$ cat src/hw/rtl/kce_pkg.sv
`default_nettype none
package kce_pkg;

   localparam int MAX_KEYS  = 64;
   localparam int FRAC_BITS = 16;
   localparam int SLOT_W    = $clog2(MAX_KEYS);
   localparam int COUNT_W   = 7;
   localparam int FX_W      = 32;

   // Segment position t runs from 0 to one inclusive.
   localparam int T_W       = FRAC_BITS + 1;
   // Divider works on positive 33-bit time differences.
   localparam int DIV_W     = FX_W + 1;
   // Shared multiplier operands, product and accumulator.
   localparam int MUL_A_W   = FX_W + 2;
   localparam int MUL_B_W   = T_W + 2;
   localparam int PROD_W    = MUL_A_W + MUL_B_W;
   localparam int ACC_W     = PROD_W + 3;

   localparam logic OP_WRITE = 1'b0;
   localparam logic OP_EVAL  = 1'b1;

   localparam logic CSR_INTERP_MODE = 1'b0;
   localparam logic CSR_KEY_COUNT   = 1'b1;

   localparam logic [1:0] MODE_NONE   = 2'd0;
   localparam logic [1:0] MODE_LINEAR = 2'd1;
   localparam logic [1:0] MODE_CUBIC  = 2'd2;
   localparam logic [1:0] MODE_TCB    = 2'd3;

   localparam logic [1:0] SRC_BASE   = 2'd0;
   localparam logic [1:0] SRC_HELD   = 2'd1;
   localparam logic [1:0] SRC_INTERP = 2'd2;

   typedef struct packed {
      logic                   operation;
      logic [SLOT_W-1:0]      slot;
      logic signed [FX_W-1:0] key_time;
      logic signed [FX_W-1:0] key_value;
      logic signed [FX_W-1:0] tangent_in;
      logic signed [FX_W-1:0] tangent_out;
      logic                   hold_flag;
      logic signed [FX_W-1:0] query_time;
      logic signed [FX_W-1:0] base_value;
   } req_type;

   typedef struct packed {
      logic signed [FX_W-1:0] curve_value;
      logic [1:0]             value_source;
   } rsp_type;

   typedef struct packed {
      logic signed [FX_W-1:0] key_time;
      logic signed [FX_W-1:0] key_value;
      logic signed [FX_W-1:0] tangent_in;
      logic signed [FX_W-1:0] tangent_out;
      logic                   hold_flag;
   } key_rec_type;

   localparam int REC_W = $bits(key_rec_type);

   typedef struct packed {
      logic                   cubic;
      logic [T_W-1:0]         t;
      logic signed [FX_W-1:0] v0;
      logic signed [FX_W-1:0] v1;
      logic signed [FX_W-1:0] tout;
      logic signed [FX_W-1:0] tin;
   } blend_req_type;

   typedef enum logic [3:0] {
      ST_IDLE,
      ST_LAST,
      ST_SEARCH,
      ST_NEXT,
      ST_HELD,
      ST_START,
      ST_DIV,
      ST_MUL,
      ST_DONE
   } ctrl_state_type;

endpackage
`default_nettype wire

$ cat src/hw/rtl/kce_blend.sv
`default_nettype none
module kce_blend (
   input  wire logic                           clock,
   input  wire logic                           reset,
   input  wire logic                           start,
   input  wire kce_pkg::blend_req_type         req,
   output logic                                done,
   output logic signed [kce_pkg::FX_W-1:0]     value
);
   import kce_pkg::*;

   localparam logic [2:0] STEP_SQUARE = 3'd0;
   localparam logic [2:0] STEP_CUBE   = 3'd1;
   localparam logic [2:0] STEP_KEEP   = 3'd2;
   localparam logic [2:0] STEP_H00    = 3'd3;
   localparam logic [2:0] STEP_H01    = 3'd4;
   localparam logic [2:0] STEP_H10    = 3'd5;
   localparam logic [2:0] STEP_H11    = 3'd6;
   localparam logic [2:0] STEP_LAST   = 3'd7;
   localparam logic signed [MUL_B_W-1:0] ONE_B = MUL_B_W'(1) <<< FRAC_BITS;
   localparam logic signed [ACC_W-1:0] MAX_V = ACC_W'((64'sd1 <<< (FX_W - 1)) - 64'sd1);
   localparam logic signed [ACC_W-1:0] MIN_V = -(ACC_W'(64'sd1 <<< (FX_W - 1)));

   logic                     busy_ff, busy_in;
   logic                     done_ff, done_in;
   logic [2:0]               cnt_ff, cnt_in;
   logic signed [PROD_W-1:0] prod_ff, prod_in;
   logic signed [ACC_W-1:0]  acc_ff, acc_in;
   logic [T_W-1:0]           t2_ff, t2_in, t3_ff, t3_in;
   logic [T_W-1:0]           t2_c;
   logic signed [MUL_A_W-1:0] op_a;
   logic signed [MUL_B_W-1:0] op_b;
   logic signed [MUL_B_W-1:0] t_s, t2_s, t3_s, h00, h01, h10, h11;
   logic signed [ACC_W-1:0]  shifted;
   logic                     add_prod, finish;

   // Hermite basis weights from t, t^2 and t^3, all at FRAC_BITS.
   always_comb begin
      t2_c = prod_ff[FRAC_BITS +: T_W];
      t_s  = signed'(MUL_B_W'(req.t));
      t2_s = signed'(MUL_B_W'(t2_ff));
      t3_s = signed'(MUL_B_W'(t3_ff));
      h00  = (t3_s + t3_s) - (t2_s + t2_s + t2_s) + ONE_B;
      h01  = (t2_s + t2_s + t2_s) - (t3_s + t3_s);
      h10  = t3_s - (t2_s + t2_s) + t_s;
      h11  = t3_s - t2_s;
   end

   // One multiply a cycle; the product is registered and summed in the cycle after.
   always_comb begin
      op_a = '0;
      op_b = '0;
      if (!req.cubic) begin
         op_a = MUL_A_W'(req.v1) - MUL_A_W'(req.v0);
         op_b = t_s;
      end else begin
         unique case (cnt_ff)
            STEP_SQUARE: begin
               op_a = signed'(MUL_A_W'(req.t));
               op_b = t_s;
            end
            STEP_CUBE: begin
               op_a = signed'(MUL_A_W'(t2_c));
               op_b = t_s;
            end
            STEP_H00: begin
               op_a = MUL_A_W'(req.v0);
               op_b = h00;
            end
            STEP_H01: begin
               op_a = MUL_A_W'(req.v1);
               op_b = h01;
            end
            STEP_H10: begin
               op_a = MUL_A_W'(req.tout);
               op_b = h10;
            end
            STEP_H11: begin
               op_a = MUL_A_W'(req.tin);
               op_b = h11;
            end
            STEP_KEEP, STEP_LAST: begin
               op_a = '0;
               op_b = '0;
            end
            default: begin
               op_a = '0;
               op_b = '0;
            end
         endcase
      end
   end

   always_comb begin
      add_prod = req.cubic ? (cnt_ff >= STEP_H01) : (cnt_ff == STEP_CUBE);
      finish   = req.cubic ? (cnt_ff == STEP_LAST) : (cnt_ff == STEP_CUBE);
      prod_in  = op_a * op_b;
      busy_in  = busy_ff;
      done_in  = 1'b0;
      cnt_in   = cnt_ff;
      acc_in   = acc_ff;
      t2_in    = t2_ff;
      t3_in    = t3_ff;
      if (start) begin
         busy_in = 1'b1;
         cnt_in  = STEP_SQUARE;
      end else if (busy_ff) begin
         cnt_in = cnt_ff + 3'd1;
         if (cnt_ff == STEP_SQUARE) begin
            acc_in = req.cubic ? '0 : (ACC_W'(req.v0) <<< FRAC_BITS);
         end else if (add_prod) begin
            acc_in = acc_ff + ACC_W'(prod_ff);
         end
         if (req.cubic && cnt_ff == STEP_CUBE) begin
            t2_in = t2_c;
         end
         if (req.cubic && cnt_ff == STEP_KEEP) begin
            t3_in = prod_ff[FRAC_BITS +: T_W];
         end
         if (finish) begin
            busy_in = 1'b0;
            done_in = 1'b1;
         end
      end
   end

   always_ff @(posedge clock) begin
      if (reset) begin
         busy_ff <= 1'b0;
         done_ff <= 1'b0;
      end else begin
         busy_ff <= busy_in;
         done_ff <= done_in;
      end
      cnt_ff  <= cnt_in;
      prod_ff <= prod_in;
      acc_ff  <= acc_in;
      t2_ff   <= t2_in;
      t3_ff   <= t3_in;
   end

   // Arithmetic shift is the floor; then saturate to 32 bits.
   always_comb begin
      shifted = acc_ff >>> FRAC_BITS;
      if (shifted > MAX_V) begin
         value = MAX_V[FX_W-1:0];
      end else if (shifted < MIN_V) begin
         value = MIN_V[FX_W-1:0];
      end else begin
         value = shifted[FX_W-1:0];
      end
   end

   assign done = done_ff;

endmodule
`default_nettype wire

$ cat config.mk
export PLATFORM = sky130hd
export DESIGN_NAME = kce_blend
export DESIGN_NICKNAME = d
export VERILOG_FILES = /design/src/hw/rtl/kce_pkg.sv /design/src/hw/rtl/kce_blend.sv
export SDC_FILE = /design/constraint.sdc
export NUM_CORES = 2
export LEC_CHECK = 0
export BUFFER_PORTS_ARGS = -buffer_cell sky130_fd_sc_hd__buf_2
export CORE_MARGIN = 5
export CORE_UTILIZATION = 50
export DETAILED_ROUTE_END_ITERATION = 8
export GPL_TIMING_DRIVEN = 0
export PLACE_DENSITY = 0.79
export REMOVE_ABC_BUFFERS = 1
export SETUP_SLACK_MARGIN = 0.3
export SLEW_MARGIN = 10
export SYNTH_ARGS = -nofsm -noshare
export SYNTH_HDL_FRONTEND = slang
export SYNTH_SLANG_ARGS = --single-unit
$ cat constraint.sdc
create_clock -name clock -period 16.5 [get_ports clock]
set_input_delay 0 -clock clock [delete_from_list [all_inputs] [get_ports clock]]
set_output_delay 0 -clock clock [all_outputs]
set_load 0.005 [all_outputs]
=== Yosys cells after proc, flatten, opt, wreduce, memory -nomap -nowiden ===
Index checks and enable logic that the tools add are counted.

* Flip-flop bits (word level): 148
* Input bits: 149
* Output and inout port bits: 33
* Logic and storage cells: 57

* Add/sub/neg operators: 12
* Multiply operators: 1
* Magnitude comparators: 3
* Equality and inequality tests: 7
* Mux-type cells: 15
* Bitwise gates (word level): 2
* Reduce and logical (&&, ||, !) cells: 10

{| class="wikitable"
|+ Operators by type and width
! cell !! number
|-
| 34-bit one-hot mux with 7 select lines || 1
|-
| 56-bit 2-to-1 mux || 3
|-
| 19-bit one-hot mux with 6 select lines || 1
|-
| 32-bit 2-to-1 mux || 2
|-
| 56-bit by 53-bit adder with 56-bit output || 1
|-
| 34-bit by 19-bit multiplier with 53-bit output || 1
|-
| 40-bit by 32-bit greater-than comparator with 1-bit output (second input constant) || 1
|-
| 40-bit by 32-bit less-than comparator with 1-bit output (second input constant) || 1
|-
| 19-bit by 18-bit adder with 19-bit output || 2
|-
| 19-bit subtractor || 2
|-
| 17-bit by 17-bit adder with 18-bit output || 2
|-
| 34-bit 2-to-1 mux || 1
|-
| 32-bit by 32-bit subtractor with 33-bit output || 1
|-
| 19-bit by 18-bit adder with 19-bit output (second input constant) || 1
|-
| 19-bit 2-to-1 mux || 1
|-
| 17-bit by 18-bit subtractor with 19-bit output || 1
|-
| 17-bit by 17-bit subtractor with 18-bit output || 1
|-
| 3-bit == test (second input constant) || 4
|-
| 3-bit AND reduction || 3
|-
| 3-bit by 2-bit == test with 1-bit output (second input constant) || 2
|-
| 1-bit 2-to-1 mux || 6
|-
| 2-bit OR reduction || 2
|-
| 3-bit by 1-bit adder with 3-bit output (second input constant) || 1
|-
| 3-bit by 1-bit == test with 1-bit output (second input constant) || 1
|-
| other kinds (6) || 8
|}

=== Depth between registers and ports, before layout ===
* Word-level depth: 7
* Mapped depth: 47
* Gate-level depth less buffers: 45

=== Worst setup path before layout ===
No wires, ideal clock.

* Path type: reg2reg
* From: register t2_ff[1]
* To: register prod_ff[51]
* Library setup time: 125 ps
* Data arrival time: 11016 ps
* Path slack: 5360 ps
* Stages on the path, launching flop included: 45
* Clock period less this slack: 11140 ps
* Cell sequence: edfxtp_1 ha_1 inv_1 fa_1 nor2b_1 o21a_1 o21a_1 o211ai_1 a211oi_1 or3_1 xor2_1 ha_1 ha_1 a21o_1 maj3_1 a2111oi_0 a211oi_1 o21ai_0 (+9 left out) fa_1 fa_1 fa_1 fa_1 inv_1 fa_1 inv_1 ha_1 clkbuf_1 o21a_1 o21bai_1 a21oi_1 o21ai_0 o21ai_0 a31oi_1 o31ai_1 a221oi_1 xnor2_1

* Longest elaborated chain between the ends: 7
* Elaborated cells on any way between the ends: 11
* Those cells by class: add/sub: 8; mul: 1; mux: 2

{| class="wikitable"
|+ RTL lines
! item !! RTL line !! RTL
|-
| start, declared || kce_blend.sv:29 || <nowiki>logic [T_W-1:0] t2_ff, t2_in, t3_ff, t3_in;</nowiki>
|-
| start signal, assigned || kce_blend.sv:138 || <nowiki>t2_ff <= t2_in;</nowiki>
|-
| 17-bit by 17-bit adder with 18-bit output || kce_blend.sv:43, kce_blend.sv:44, kce_blend.sv:45 ||
|-
| 19-bit by 18-bit adder with 19-bit output || kce_blend.sv:43, kce_blend.sv:44 ||
|-
| 19-bit subtractor || kce_blend.sv:43 || <nowiki>h00 = (t3_s + t3_s) - (t2_s + t2_s + t2_s) + ONE_B;</nowiki>
|-
| 19-bit by 18-bit adder with 19-bit output || kce_blend.sv:43 ||
|-
| 19-bit one-hot mux with 6 select lines * || kce_blend.sv:57 || <nowiki>unique case (cnt_ff)</nowiki>
|-
| 19-bit 2-to-1 mux * || kce_blend.sv:53 || <nowiki>if (!req.cubic) begin</nowiki>
|-
| 34-bit by 19-bit multiplier with 53-bit output * || kce_blend.sv:97 || <nowiki>prod_in = op_a * op_b;</nowiki>
|-
| net prod_in[51] || kce_blend.sv:27 || <nowiki>logic signed [PROD_W-1:0] prod_ff, prod_in;</nowiki>
|-
| end signal, assigned || kce_blend.sv:136 || <nowiki>prod_ff <= prod_in;</nowiki>
|-
| end, declared || kce_blend.sv:27 ||
|}

Mark *: on every way through the listed nets, which the timed path passes. The rest lies on a longest branch.
A chain may end at the register's enable or synchronous reset.

=== Worst setup path after layout ===
Same ends and word-level chain as after synthesis.

==> summary.md <==
| Metric | Value |
|---|---|
| Synth unique cells | `75` |
| Area Overhead vs Synth | `10.2%` |
| Initial antenna violation count | `9` |
| Clk slew on worst S/H paths | `~0.070 ns` |
| Critical Path AT | `14.12 ns` |
| Final min period | `13.78 ns` |
| Status | `complete, no violations` |
| Initial Util | `0.503` |
| Most common cell in the netlist | `inv_1` |
| H-Tree Depth | `4` |
| Mapped Cells | `between 4000 and 5000` |
| FF-to-FF End | `prod_ff[51]` |
| Reg2reg path depth | `between 40 and 50` |
| Die width | `approximately 280 um` |
| Routability cong. | `1.01` |
| Largest net degree at the start of global routing | `59` |
| Clock latency on the worst-skew pair | `roughly 0.45 ns` |
| CP peak stage delay | `between 1 and 1.5 ns` |
| Vias | `about 33000` |
| Vias in the first global route | `33800` |
| Worst hold stages | `3` |
| Type of the worst setup path | `reg -> reg` |
| Post-DP HPWL | `100 mm` |
| Req. time, crit path | `between 15 and 20 ns` |
| Hold path endpoint | `acc_ff[20]` |
| Max Fclk | `0.0726 GHz` |
| Fill count | `between 6000 and 7000` |
| Post-route cell area | `between 40000 and 50000 um^2` |
| Fraction of synthesized cell area taken by the top area cell type | `0.340` |
| Layout cell share with drive strength beyond 1 | `0.0805` |
| 1st-iter DRT viols | `about 3300` |
| Max clock buf depth | `2` |
| EDFF count, synth | `90` |
| Reg2reg start | `t2_ff[1]` |
| FP Rows | `100` |
| DRC Markers | `0` |
| Cell repeated most along the worst path | `fa_1` |
| First-pass GRT wire length | `roughly 190 mm` |
| CTS tree | `yes` |
| DR pass1 iterations | `6` |
| Placed Area | `between 40000 and 50000 um^2` |
| PnR worst setup slack | `between 2 and 3 ns` |
| Total GRT Usage | `0.296` |
| Dominant cell type by area after synthesis | `fa_1` |
| Max Cap Viol | `0` |
| # setup viols final | `0` |
| Vias per inst | `approximately 6.0` |
| #FFs+latches synth | `~150` |
| Clock skew | `0.0187 ns` |
| Seq/Total Area, Yosys | `0.103` |
| Post-DRT Antenna Nets | `0` |
| CP max-delay cell | `o21ai_0` |
| Hold Vio Cnt, Final | `0` |
| CP max FO | `34` |
| # nets final | `5580` |
| R2R setup slack | `about 2.7 ns` |
| Global route overflow | `0` |
| WL/cell | `roughly 22 um` |
| Min Hold Slack | `approximately 0.026 ns` |
| Ports | `182` |
| Worst min-delay path class | `in -> reg` |
| Main synth FF type | `edfxtp_1` |
| Clock root buffer | `clkbuf_16` |
| Core area | `approximately 74000 um^2` |
| Yosys warning count | `0` |
| Setup_tns | `0 ns` |
| Setup repair after global routing missed its margin | `no` |
| Relative slew slack | `0.0795` |
| Hold wc startpoint | `req[100]` |
| CP Capture Type | `flip-flop` |
| Final period utilization | `0.835` |
| CTS Sinks | `~150` |
| Worst-Margin Slew | `around 1.4 ns` |
| Number of buffers inserted during clock tree synthesis | `17` |
| Top post-synthesis cells by count | `inv_1 (786), fa_1 (634), nand2_1 (567), ha_1 (336), a21oi_1 (204)` |
| PortBufs | `about 180` |
| Pre-CTS WS | `about 3 ns` |
| Critical Path Source Type | `flip-flop` |
| Top post-synthesis cells by area | `fa_1 (34%), ha_1 (11%), inv_1 (7.9%)` |
| FFs w/ async S/R, synth | `0` |
| Max-slew violations | `0` |
| Post-Route WL | `121 mm` |
| Die Y | `283 um` |
| Die area | `roughly 80000 um^2` |
| Post-synthesis average cell area | `8.57 um^2` |
| Post-Syn Area | `around 37000 um^2` |
[state kept, by name, indices dropped and copies added (netlist names)]
signal and flops:
t3_ff 17, done 1, t2_ff 17, cnt_ff 3
prod_ff 53, acc_ff 56, busy_ff 1
[stage by stage]
step	utilization	cells
6_report	0.554	5448
5_1_grt	0.554	5443
4_1_cts	0.554	5443
3_5_place_dp	0.544	5396
3_3_place_gp	0.522	5331
2_1_floorplan	-	4181
[timing repair]
action	in CTS	in global routing
hold buffers	15	0
buffers inserted	0	0
resized for setup	0	0
hold endpoints to repair	17	0
[kinds of logic (layout without fill, tap and decap cells)]
group / Yosys count / count (layout) / share of synthesized area
XOR/XNOR: 192 / 192 / 0.0450
other: 0 / 5 / 0
multiplexers: 4 / 4 / 0.00107
flip-flops: 148 / 148 / 0.103
buffers and inverters: 964 / 1079 / 0.0973
AO/OA/AOI/OAI: 860 / 860 / 0.151
AND/OR/NAND/NOR: 1219 / 1219 / 0.150
adder cells (fa/ha/maj): 972 / 972 / 0.453
[layer usage]
metal | global-route usage | vias up | wire length, um
met2 | 0.461 | 1988 | 52600
li1 | - | 14400 | -
met5 | 0 | - | 35
met4 | 0.143 | 6 | 7550
met3 | 0.0949 | 433 | 15600
met1 | 0.376 | 16000 | 45200
[worst max-delay path: cells and delay by family (launching register included)]
family                   cells  cell delay (ns)
AO/OA/AOI/OAI               17             5.81
AND/OR/NAND/NOR              5             0.86
XOR/XNOR                     3             0.49
flip-flops                   1             0.51
adder cells (fa/ha/maj)     13             5.75
buffers and inverters        4             0.23
[cell usage in the layout (no fill, tap or decap), drive strengths merged, types with 12 or more instances in the layout]
| cell type | instances |
|---|---|
| a211oi | 34 |
| a21o | 119 |
| a21oi | 204 |
| a221oi | 16 |
| a222oi | 12 |
| a22o | 12 |
| a22oi | 30 |
| a31oi | 22 |
| and2 | 116 |
| and3 | 18 |
| buf | 246 |
| clkbuf | 17 |
| dfxtp | 58 |
| dlygate4sd3 | 15 |
| edfxtp | 90 |
| fa | 634 |
| ha | 336 |
| inv | 798 |
| nand2 | 567 |
| nand2b | 35 |
| nand3 | 68 |
| nand4 | 28 |
| nor2 | 203 |
| nor2b | 85 |
| nor3 | 44 |
| nor4 | 13 |
| o211ai | 41 |
| o21a | 36 |
| o21ai | 199 |
| o21bai | 22 |
| o22ai | 13 |
| o31ai | 19 |
| or3 | 13 |
| xnor2 | 123 |
| xor2 | 69 |
[worst max-delay path by stage]
stage,from,to,slack (ns),depth (start not counted)
6_report,t2_ff[1],prod_ff[51],2.72,42
5_1_grt,t2_ff[1],prod_ff[51],2.26,42
4_1_cts,t2_ff[1],prod_ff[51],3.04,42
3_5_place_dp,t2_ff[1],prod_ff[51],3.07,42
3_3_place_gp,t2_ff[1],prod_ff[51],1.41,40
2_1_floorplan,t2_ff[1],prod_ff[51],5.03,40
[layout make-up]
class	count	area, um^2	area share
Clock inverter	15	178	0.00432
Inverter	786	2950	0.0717
Antenna cell	5	12.5	0.000304
Timing Repair Buffer	261	2230	0.0541
Tap cell	969	1210	0.0294
Clock buffer	17	425	0.0103
Multi-Input combinational cell	3247	30300	0.736
Sequential cell	148	3860	0.0938
Power is not shown: default switching activity piles up to over one toggle a cycle in this logic, so the estimate is an artifact.
