$ cat config.mk
export PLATFORM = sky130hd
export DESIGN_NAME = kce_ram
export DESIGN_NICKNAME = d
export VERILOG_FILES = /design/src/hw/rtl/kce_ram.sv
export SDC_FILE = /design/constraint.sdc
export NUM_CORES = 1
export LEC_CHECK = 0
export BUFFER_PORTS_ARGS = -buffer_cell sky130_fd_sc_hd__clkbuf_2
export CAP_MARGIN = 20
export CORE_MARGIN = 2
export CORE_UTILIZATION = 35
export CTS_BUF_LIST = sky130_fd_sc_hd__clkbuf_8
export DETAILED_ROUTE_END_ITERATION = 12
export PLACE_DENSITY = 0.56
export SETUP_SLACK_MARGIN = 0.15
export SLEW_MARGIN = 20
export SYNTH_ARGS = -nofsm -noshare
export SYNTH_HDL_FRONTEND = slang
export SYNTH_SLANG_ARGS = --single-unit
$ cat constraint.sdc
create_clock -name clock -period 4.8 [get_ports clock]
set_clock_uncertainty 0.2 [all_clocks]
set_input_delay 0 -clock clock [delete_from_list [all_inputs] [get_ports clock]]
set_output_delay 0 -clock clock [all_outputs]
set_load 0.005 [all_outputs]
$ cat src/hw/rtl/kce_ram.sv
`default_nettype none
module kce_ram #(
   parameter int WIDTH = 8,
   parameter int DEPTH = 64
) (
   input  wire logic                     clock,
   input  wire logic                     wr_en,
   input  wire logic [$clog2(DEPTH)-1:0] wr_addr,
   input  wire logic [WIDTH-1:0]         wr_data,
   input  wire logic [$clog2(DEPTH)-1:0] rd_addr,
   output logic      [WIDTH-1:0]         rd_data
);

   logic [WIDTH-1:0] mem_ff [DEPTH];
   logic [WIDTH-1:0] rd_data_ff;

   always_ff @(posedge clock) begin
      if (wr_en) begin
         mem_ff[wr_addr] <= wr_data;
      end
      rd_data_ff <= mem_ff[rd_addr];
   end

   assign rd_data = rd_data_ff;

endmodule
`default_nettype wire

Word-level counts from Yosys, hierarchy flattened:

Memories as Yosys holds them, arrays and structs flattened. A register that Yosys moved wholly into a read port is not among the register bits.
Cells that the tools add are included.

* register bits: 0
* memory bits (writable): 512
* output and inout bits: 8
* memories kept: 1

* mux-type cells: 2

Memories
* mem_ff: depth 64, width 8, read ports 1, clocked after Yosys merged registers in 1, write ports 1, line 14 `logic [WIDTH-1:0] mem_ff [DEPTH];`

Operators by type and width (number)
* 1-bit 2-to-1 mux: 2

Longest topological paths before layout:

Gate-level depths: netlist (run 1).

* word-level depth: 2
* depth in mapped cells: 9
* gate-level depth less buffers: 5

Least setup slack after synthesis (run 1):

OpenSTA, ideal clock, no wires.

* path type: reg-to-reg
* from: memory mem_ff[29][4]
* to: register rd_data_ff[4], in the netlist rd_data[4], read port of mem_ff
* setup time: 0.132 ns
* data arrival time: 1.560 ns
* path slack: 2.908 ns
* cell stages (with the launch flop): 6
* period minus slack after synthesis: 1.892 ns
* cells stage by stage: edfxtp_1 > mux4_2 > mux2_2 > o221a_2 > nor3_1 > o32ai_1

RTL lines
* start, declared: line 14
* end, declared: line 15 `logic [WIDTH-1:0] rd_data_ff;`

==> summary.txt, run 1 <==
Status
  – Outcome: completed

Setup path
  – Crit path capture: rd_data[2]
  – Critical R2R Launch: mem_ff[59][2]
  – WP buf/inv: 5
  – CP endpoint kind: flop
  – Crit. path cell count: 10
  – Most used cell, CP: dlygate4sd3_1
  – Max incr delay on CP: 0.61 ns
  – CP Launch Type: primary input
  – Worst path cell trace: dlygate4sd3_1 -> buf_4 -> buf_4 -> nor2b_1 -> nand2_1 -> o2111ai_1 -> nand2_1 -> dlygate4sd3_1 -> o2bb2ai_1 -> dlygate4sd3_1
  – Crit. Startpoint: rd_addr[2]
  – R2R setup slack: 1.82 ns
  – R2r endpoint: rd_data[2]
  – Crit Path Max Fanout: between 40 and 50
  – Worst endpoint required time: 5.19 ns
  – CP Data Arrival Time: 3.69 ns
  – Critical path's slowest cell: buf_4
  – Reg2Reg Depth: 7
  – WS Path Type: primary input to flop
  – Family with the most delay on the worst path: buffers and inverters

Routing
  – DRC: 0
  – Final ANT Viol Nets: 0
  – DR vias: 9,750
  – Pre-Repair DR Iteration Count: 5
  – WL per Instance: between 20 and 30 um
  – Routed wire length: 47,200 um
  – DR iter-0 viols: 758
  – Drt via density: 5.23

Yosys
  – Yosys Warn Count: 0
  – EDFF count, synth: about 510
  – Cells after synthesis: 940
  – Sequential fraction of the synthesis area: 0.770
  – Post-synth top area share: 0.762
  – Ys async rst share: 0
  – Netlist cell types: 40
  – Syn avg cell area: between 20 and 25 sq um
  – Yosys top cell by area: edfxtp_1
  – Syn Std Cell Area: slightly above 20,000 sq um
  – Synthesis-stage register bit count: 520
  – Syn Nets: 962
  – Synth area leaders: edfxtp_1 76%, mux4_2 14%, nor2_1 1.5%
  – Ys flop type: edfxtp_1

Floorplan
  – Core area: 56,700 sq um
  – Starting density of the core: 0.356
  – Die X: 244 um
  – Die area: 59,600 sq um
  – Io pins: 30
  – Die Y: around 240 um
  – Std-Cell Rows: 87

Timing
  – Slew @ Worst Pin: 1.06 ns
  – Slew Viols, Final: 0
  – Setup tns final: 0 ns
  – Slew headroom: 0.291
  – Setup-failing EPs final: 0
  – RSZ-0062 raised after global routing: no
  – Fin crit period: 3.30 ns
  – Max Freq: 303 MHz
  – Tcrit/Tclk final: 0.687
  – Hold Vio Cnt, Final: 0

Global routing
  – Global-route wire length before repair: a little under 70,000 um
  – Initial antenna violation count: 0
  – Vias in the first global route: about 10,000
  – GR Util All Layers: 0.161
  – Largest net degree at the start of global routing: between 60 and 70
  – Grt total ovfl: 0

Power
  – Peak supply drop: 0.000159 V
  – Sequential share of power: 0.566
  – Lkg Pwr: 0.00713 uW
  – Internal power: 6900 uW
  – Clk pwr share: 0.380
  – Sw Ratio: 0.225
  – NetSw: between 2000 and 2500 uW
  – Power density over cell area: roughly 390 nW/um^2
  – Logic pwr share: 0.053

Clock network
  – CTS Buf Count: 83
  – Reg clk slew, reported paths: roughly 0.07 ns
  – CTS tree: yes
  – Clk root buf: clkbuf_8
  – H-tree levels: 3
  – Clock Sink Count: 520
  – Worst skew pair latency: 0.66 ns
  – Max Root-Sink Buffers: 3
  – Post-CTS setup buffer count: 0

Placed design
  – Final GP Congestion: 0.748
  – DP HPWL: 27,900 um
  – Port Buffers: 29
  – Placed cell areas: 21,200 sq um

Finish
  – # nets final: 1,066
  – Number of diodes: 0
  – Most frequent cells in the layout: 512 x edfxtp_1, 126 x mux4_2, 89 x clkbuf_8
  – Most common cell after layout, fill and taps aside: edfxtp_1
  – Cell area after layout: about 23,000 sq um
  – Filler cells: 5,004
  – Area grow syn2layout: 13.2%
  – Ratio of cells with drive above 1 in the final layout: 0.264

Run
  – Max Cap Viol: 0

Min path
  – Hold WC Path Type: primary input to flop
==> cell type report <==
| class | count | area, sq um | share of cell area |
|---|---|---|---|
| clock buffer | 88 | 1210 | 0.0531 |
| tap | 756 | 946 | 0.0415 |
| clock inverter | 60 | 255 | 0.0112 |
| sequential | 520 | 15500 | 0.681 |
| timing repair buffer | 70 | 554 | 0.0243 |
| multi-input combinational | 369 | 4320 | 0.189 |
==> layer usage <==
| layer | share of wire | GRT usage | up-vias |
|---|---|---|---|
| met5 | 0 | 0 | - |
| met4 | 0.029 | 0.0651 | 0 |
| met3 | 0.061 | 0.0352 | 82 |
| met2 | 0.47 | 0.255 | 341 |
| met1 | 0.43 | 0.217 | 5175 |
| li1 | - | - | 4152 |
==> worst min-delay path by stage <==
stage	startpoint	end	slack, ns	cells past startpoint
after floorplan	wr_data[0]	mem_ff[0][0]	-0.10	0
after detailed placement	rd_data[0]	rd_data[0]	0.18	1
after CTS	wr_addr[3]	mem_ff[63][7]	0.002	3
after global placement	rd_data[0]	rd_data[0]	0.19	1
after global routing	wr_addr[3]	mem_ff[63][4]	0.07	3
final	wr_addr[4]	mem_ff[63][7]	0.04	3
==> Yosys cell counts (8+ instances only) <==
master    count
buf_2        11
buf_4        13
clkbuf_1     17
dfxtp_1       8
edfxtp_1    512
mux2_2       13
mux2i_1      23
mux4_2      126
nand2_1      19
nand3_1      13
nor2_1       83
nor2b_1      14
o221ai_1      8
o22ai_1       8
==> logic make-up (layout without fill, tap and decap cells) <==
family,count (synthesis),after routing,synth area share
AND/OR/NAND/NOR,153,153,0.0339
AO/OA/AOI/OAI,54,54,0.0207
buffers and inverters,51,218,0.0157
multiplexers,162,162,0.159
flip-flops,520,520,0.770
==> sequential cells by signal (all words and copies together) (netlist names) <==
name	flops
mem_ff	512
rd_data	8
==> worst min-delay path, cell delays in order <==
cell,delay [ns]
clkbuf_2,0.20
nand3_1,0.26
nor2_1,0.23
==> power by group through the flow <==
stage | combinational [uW] | clock [uW] | sequential, uW
2_1_floorplan | 268 | 0 | 5130
4_1_cts | 486 | 3470 | 5040
3_5_place_dp | 473 | 0 | 5140
3_3_place_gp | 467 | 0 | 5140
5_1_grt | 511 | 3670 | 5040
6_report | 475 | 3390 | 5040
==> what timing repair did <==
action,CTS,global route
hold buffers,20,0
gates resized for setup,0,0
endpoints found under the hold margin,584,0
==> metrics by stage <==
| stage | std cells | worst slack, ns | hold slack [ns] | util | total power (uW) |
|---|---|---|---|---|---|
| 6_report | 1863 | 1.50 | 0.0427 | 0.402 | 8900 |
| 2_1_floorplan | 940 | 2.91 | -0.101 | - | 5400 |
| 3_3_place_gp | 1695 | 1.74 | 0.192 | 0.373 | 5610 |
| 4_1_cts | 1863 | 1.56 | 0.00180 | 0.402 | 9000 |
| 3_5_place_dp | 1695 | 1.68 | 0.184 | 0.373 | 5610 |
| 5_1_grt | 1863 | 1.32 | 0.0737 | 0.402 | 9220 |
Power figures use the tool's default switching activity.
==> run 2: changes to the inputs <==
--- a/config.mk
+++ b/config.mk
@@ -11,7 +11,7 @@
 export CORE_UTILIZATION = 35
 export CTS_BUF_LIST = sky130_fd_sc_hd__clkbuf_8
 export DETAILED_ROUTE_END_ITERATION = 12
-export PLACE_DENSITY = 0.56
+export PLACE_DENSITY = 0.58
 export SETUP_SLACK_MARGIN = 0.15
 export SLEW_MARGIN = 20
 export SYNTH_ARGS = -nofsm -noshare
==> constraint.sdc (replaced) <==
create_clock -name clock -period 3 [get_ports clock]
set_clock_uncertainty 0.2 [all_clocks]
set_input_delay 0 -clock clock [delete_from_list [all_inputs] [get_ports clock]]
set_output_delay 0 -clock clock [all_outputs]
set_load 0.005 [all_outputs]
==> summary.txt, run 2 (synthesis gave the netlist of run 1 again) <==
Timing
  – Setup tns final: 0 ns (unchanged)
  – Tcrit/Tclk final: 0.929
  – Slew @ Worst Pin: 1.06 ns (about the same)
  – RSZ-0062 raised after global routing: no (unchanged)
  – Hold Vio Cnt, Final: 0 (unchanged)
  – Slew headroom: 0.294 (was 0.291)
  – Setup-failing EPs final: 0 (unchanged)
  – Fin crit period: 2.79 ns
  – Fin Hold WS: 0.0508 ns (was 0.0427 ns)
  – Slew Viols, Final: 0 (unchanged)
  – Max Freq: approximately 360 MHz

Setup path
  – R2r endpoint: rd_data[1] (was rd_data[2])
  – Crit Path Max Fanout: 1 (was 47)
  – Worst endpoint required time: 3.33 ns (was 5.19 ns)
  – R2R setup slack: 0.21 ns (was 1.82 ns)
  – WS Path Type: flop to flop (was primary input to flop)
  – Crit. Startpoint: mem_ff[47][1] (was rd_addr[2])
  – CP Data Arrival Time: 3.12 ns (was 3.69 ns)
  – Crit path capture: rd_data[1] (was rd_data[2])
  – CP endpoint kind: flop (unchanged)
  – Reg2Reg Depth: 5 (was 7)
  – CP Launch Type: flop (was primary input)
  – Critical R2R Launch: mem_ff[47][1] (was mem_ff[59][2])

Clock network
  – Worst skew pair latency: 0.65 ns (was 0.66 ns)
  – H-tree levels: 3 (unchanged)
  – CTS Buf Count: 85 (was 83)
  – Max Root-Sink Buffers: 3 (unchanged)
  – Clk root buf: clkbuf_8 (unchanged)
  – CTS tree: yes (unchanged)
  – Clock Sink Count: 520 (unchanged)
  – Post-CTS Resized: 0 (unchanged)
  – Reg clk slew, reported paths: 0.07 ns (about the same)

Global routing
  – Largest net degree at the start of global routing: 65 (unchanged)
  – GR Util All Layers: 0.160 (was 0.161)
  – Vias in the first global route: 10,400 (was 10,200)
  – Initial antenna violation count: 0 (unchanged)
  – Grt total ovfl: 0 (unchanged)
  – Global-route wire length before repair: 69,600 um (was 69,200 um)

Floorplan
  – Die X: 244 um (unchanged)
  – Starting density of the core: 0.356 (unchanged)
  – Die area: 59,600 sq um (unchanged)
  – Core area: 56,700 sq um (unchanged)
  – Die Y: 244 um (unchanged)
  – Std-Cell Rows: 87 (unchanged)
  – Io pins: 30 (unchanged)

Placed design
  – Port Buffers: 29 (unchanged)
  – Final GP Congestion: 0.788 (was 0.748)
  – DP HPWL: 29,500 um (was 27,900 um)

Routing
  – Final ANT Viol Nets: 0 (unchanged)
  – Pre-Repair DR Iteration Count: 6 (was 5)
  – DR vias: 9,983 (was 9,750)
  – Drt via density: 5.14 (was 5.23)
  – Routed wire length: 47,100 um (was 47,200 um)
  – DR iter-0 viols: 1,018 (was 758)
  – WL per Instance: 24.2 um (was 25.3 um)
  – DRC: 0 (unchanged)

Finish
  – Most flops, register: mem_ff (unchanged)
  – # nets final: 1,144 (was 1,066)
  – Number of diodes: 0 (unchanged)
  – Most common cell after layout, fill and taps aside: edfxtp_1 (unchanged)
  – Filler cells: 4,934 (was 5,004)
  – Largest register FFs: 512 (unchanged)
  – Ratio of cells with drive above 1 in the final layout: 0.310 (was 0.264)
  – Most frequent cells in the layout: 512 x edfxtp_1, 126 x mux4_2, 93 x clkbuf_8 (was 512 x edfxtp_1, 126 x mux4_2, 89 x clkbuf_8)
  – Area grow syn2layout: 16.8% (was 13.2%)

Power
  – Lkg Pwr: 0.00763 uW (was 0.00713 uW)
  – Peak supply drop: 0.000322 V (was 0.000159 V)
  – Power density over cell area: 618 nW/um^2 (was 390 nW/um^2)

Min path
  – Hold path depth: 3 (unchanged)
  – Hold WC Path Type: primary input to flop (unchanged)

Status
  – Outcome: completed (unchanged)

Run
  – Max Cap Viol: 0 (unchanged)
## run 2: area by class of cell
class	count	area (sq um)	area share
timing repair buffer	146	1180	0.0502
tap	756	946	0.0402
clock inverter	61	307	0.0130
multi-input combinational	369	4320	0.183
sequential	520	15500	0.660
clock buffer	92	1270	0.0538
## run 2: layer usage
layer  global-route usage  vias up  wire (um)  part of all wire
li1                     -     4308          -                 -
met1                0.218     5264      20200              0.43
met2                0.254      348      22500              0.48
met3               0.0433       63       3370             0.072
met4               0.0456        0        920             0.020
met5                    0        -          0                 0
## run 2: through the flow
stage	util	area, sq um	instances	power (uW)	worst slack, ns
after floorplan	-	20200	940	8640	1.11
after global placement	0.383	21700	1768	9000	0.224
after detailed placement	0.383	21700	1768	9010	0.222
after CTS	0.415	23500	1941	14700	0.255
after global routing	0.415	23600	1944	15100	0.176
final	0.415	23600	1944	14600	0.214
## run 2: power by group
part           switching (uW)  internal (uW)
logic                     468            317
registers                31.2           8050
clock network            2700           2990
total                    3200          11400
## run 2: repair_timing
item	4_1_cts	5_1_grt
buffers inserted	0	0
hold buffers	20	3
hold endpoints to repair	329	146
## run 2: how the worst min path moves through the flow
stage | from | to | slack [ns]
floorplan | wr_data[0] | mem_ff[0][0] | -0.10
global placement | rd_data[7] | rd_data[7] | 0.23
detailed placement | rd_data[7] | rd_data[7] | 0.23
CTS | rd_addr[4] | rd_data[0] | 0.01
global route | rd_addr[4] | rd_data[0] | 0.05
finish | rd_addr[4] | rd_data[0] | 0.05
## run 2: critical path: stages (launching register included)
cell and delay (ns):
edfxtp_1 0.36, mux4_2 0.48, mux2_2 0.32, a221oi_1 0.60, o2bb2ai_1 0.15, dlygate4sd3_1 0.57
==> run 3: changes to the inputs <==
==> constraint.sdc (replaced) <==
create_clock -name clock -period 2.5 [get_ports clock]
set_clock_uncertainty 0.2 [all_clocks]
set_input_delay 0 -clock clock [delete_from_list [all_inputs] [get_ports clock]]
set_output_delay 0 -clock clock [all_outputs]
set_load 0.005 [all_outputs]
==> summary.txt, run 3 (synthesis gave the netlist of run 1 again) <==
Status
  – Outcome: completed (unchanged)

Global routing
  – Grt total ovfl: 0 (unchanged)
  – Initial antenna violation count: 0 (unchanged)
  – Largest net degree at the start of global routing: 65 (unchanged)
  – Global-route wire length before repair: 70,400 um (was 69,600 um)
  – GR Util All Layers: 0.162 (was 0.160)
  – Vias in the first global route: 10,600 (was 10,400)

Timing
  – Fin Hold WS: 0.0306 ns (was 0.0508 ns)
  – Slew headroom: 0.327 (was 0.294)
  – Tcrit/Tclk final: 0.928
  – Max Freq: around 430 MHz
  – RSZ-0062 raised after global routing: no (unchanged)
  – Fin crit period: 2.32 ns
  – Slew @ Worst Pin: 1.01 ns (was 1.06 ns)
  – Hold Vio Cnt, Final: 0 (unchanged)
  – Setup tns final: 0 ns (unchanged)
  – Slew Viols, Final: 0 (unchanged)
  – Setup-failing EPs final: 0 (unchanged)

Power
  – Lkg Pwr: 0.00778 uW (was 0.00763 uW)
  – Sw Ratio: 0.222 (was 0.220)
  – NetSw: 3890 uW (was 3200 uW)
  – Clk pwr share: 0.391 (about the same)
  – Logic pwr share: 0.056 (was 0.054)
  – Power density over cell area: 737 nW/um^2 (was 618 nW/um^2)
  – Final Power: 17,500 uW (was 14,600 uW)
  – Internal power: 13,600 uW (was 11,400 uW)
  – Peak supply drop: 0.000520 V (was 0.000322 V)
  – Sequential share of power: 0.553 (was 0.555)

Placed design
  – Final GP Congestion: 0.813 (was 0.788)
  – Port Buffers: 29 (unchanged)
  – Placed cell areas: 22,000 sq um (was 21,700 sq um)
  – DP HPWL: 29,900 um (was 29,500 um)

Floorplan
  – Die area: 59,600 sq um (unchanged)
  – Die X: 244 um (unchanged)
  – Core area: 56,700 sq um (unchanged)
  – Die Y: 244 um (unchanged)
  – Io pins: 30 (unchanged)
  – Starting density of the core: 0.356 (unchanged)
  – Std-Cell Rows: 87 (unchanged)

Finish
  – Largest register FFs: 512 (unchanged)
  – Most common cell after layout, fill and taps aside: edfxtp_1 (unchanged)
  – Area grow syn2layout: 17.9% (was 16.8%)
  – # nets final: 1,173 (was 1,144)
  – Ratio of cells with drive above 1 in the final layout: 0.324 (was 0.310)
  – Number of diodes: 0 (unchanged)
  – Util after Layout: 0.419 (was 0.415)
  – Most frequent cells in the layout: 512 x edfxtp_1, 126 x mux4_2, 116 x buf_4 (was 512 x edfxtp_1, 126 x mux4_2, 93 x clkbuf_8)
  – Most flops, register: mem_ff (unchanged)
  – Cell area after layout: 23,800 sq um (was 23,600 sq um)

Routing
  – WL per Instance: 24.0 um (was 24.2 um)
  – Routed wire length: 47,400 um (was 47,100 um)
  – DRC: 0 (unchanged)
  – DR vias: 10,200 (was 9,983)
  – Drt via density: 5.13 (was 5.14)
  – DR iter-0 viols: 996 (was 1,018)
  – Pre-Repair DR Iteration Count: 5 (was 6)
  – Final ANT Viol Nets: 0 (unchanged)

Setup path
  – WS Path Type: primary input to flop (was flop to flop)
  – Most used cell, CP: dlygate4sd3_1
  – Worst endpoint required time: 2.65 ns (was 3.33 ns)
  – Max incr delay on CP: 0.67 ns (was 0.60 ns)
  – Crit Path Max Fanout: 7 (was 1)
  – Family with the most delay on the worst path: buffers and inverters (was multiplexers)
  – Worst path cell trace: dlygate4sd3_1 -> clkbuf_2 -> or3_1 -> dlygate4sd3_1 -> nor2_1 -> buf_4 (was mux4_2 -> mux2_2 -> a221oi_1 -> o2bb2ai_1 -> dlygate4sd3_1)
  – CP Data Arrival Time: 2.47 ns (was 3.12 ns)
  – Critical path's slowest cell: dlygate4sd3_1 (was a221oi_1)
  – WP buf/inv: 4 (was 1)
  – CP endpoint kind: flop (unchanged)
  – CP Launch Type: primary input (was flop)

Clock network
  – Reg clk slew, reported paths: 0.06 ns (was 0.07 ns)
  – H-tree levels: 3 (unchanged)
  – Max Root-Sink Buffers: 3 (unchanged)
  – CTS tree: yes (unchanged)
  – Worst skew pair latency: 0.66 ns (was 0.65 ns)
  – Post-CTS Resized: 0 (unchanged)
  – CTS Buf Count: 86 (was 85)
  – Clock Sink Count: 520 (unchanged)
  – Clk root buf: clkbuf_8 (unchanged)

Run
  – Max Cap Viol: 0 (unchanged)

Min path
  – Hold WC Path Type: primary input to flop (unchanged)
==> run 3: area by class of cell <==
type                       count  area, sq um
multi-input combinational    369         4320
tap                          756          946
fill                        4967        32900
timing repair buffer         174         1400
clock buffer                  91         1250
clock inverter                67          330
sequential                   520        15500
==> run 3: worst reg2reg max path: stages, from the launching register on <==
cell and delay [ns]:
edfxtp_1 0.38, mux4_2 0.48, mux2_2 0.28, o221a_2 0.28, nor3_1 0.37, o32ai_1 0.15
==> run 3: per-stage QoR <==
step | cells | worst slack [ns]
floorplan | 940 | 0.608
global placement | 1795 | -0.0136
detailed placement | 1795 | -0.0699
CTS | 1977 | 0.233
global route | 1977 | 0.155
finish | 1977 | 0.180
==> run 3: metal layers <==
| layer | share of wire | GRT usage | up-vias |
|---|---|---|---|
| met4 | 0.021 | 0.0454 | 0 |
| met2 | 0.48 | 0.257 | 359 |
| met5 | 0 | 0 | - |
| met3 | 0.066 | 0.0376 | 81 |
| met1 | 0.44 | 0.226 | 5346 |
| li1 | - | - | 4365 |
==> run 3: power groups by stage <==
stage          Clock [uW]  Sequential, uW  Combinational (uW)
4_1_cts              7050            9690                 991
2_1_floorplan           0            9850                 514
6_report             6850            9690                 977
3_5_place_dp            0            9870                 962
3_3_place_gp            0            9870                 947
5_1_grt              7440            9690                1050
==> run 3: path summary, 6_finish.rpt <==
path                       from            to  slack (ns)  cells past startpoint
hold / removal       rd_addr[1]    rd_data[7]        0.03                      5
setup reg to reg  mem_ff[20][4]    rd_data[4]        0.23                      5
setup / recovery     wr_addr[5]  mem_ff[7][0]        0.18                      6
hold reg to reg    mem_ff[5][7]    rd_data[7]        0.68                      4
==> run 3: timing repair <==
item	4_1_cts	5_1_grt
hold endpoints to repair	564	0
buffers inserted	0	0
setup endpoints to repair	0	0
hold buffers	24	0
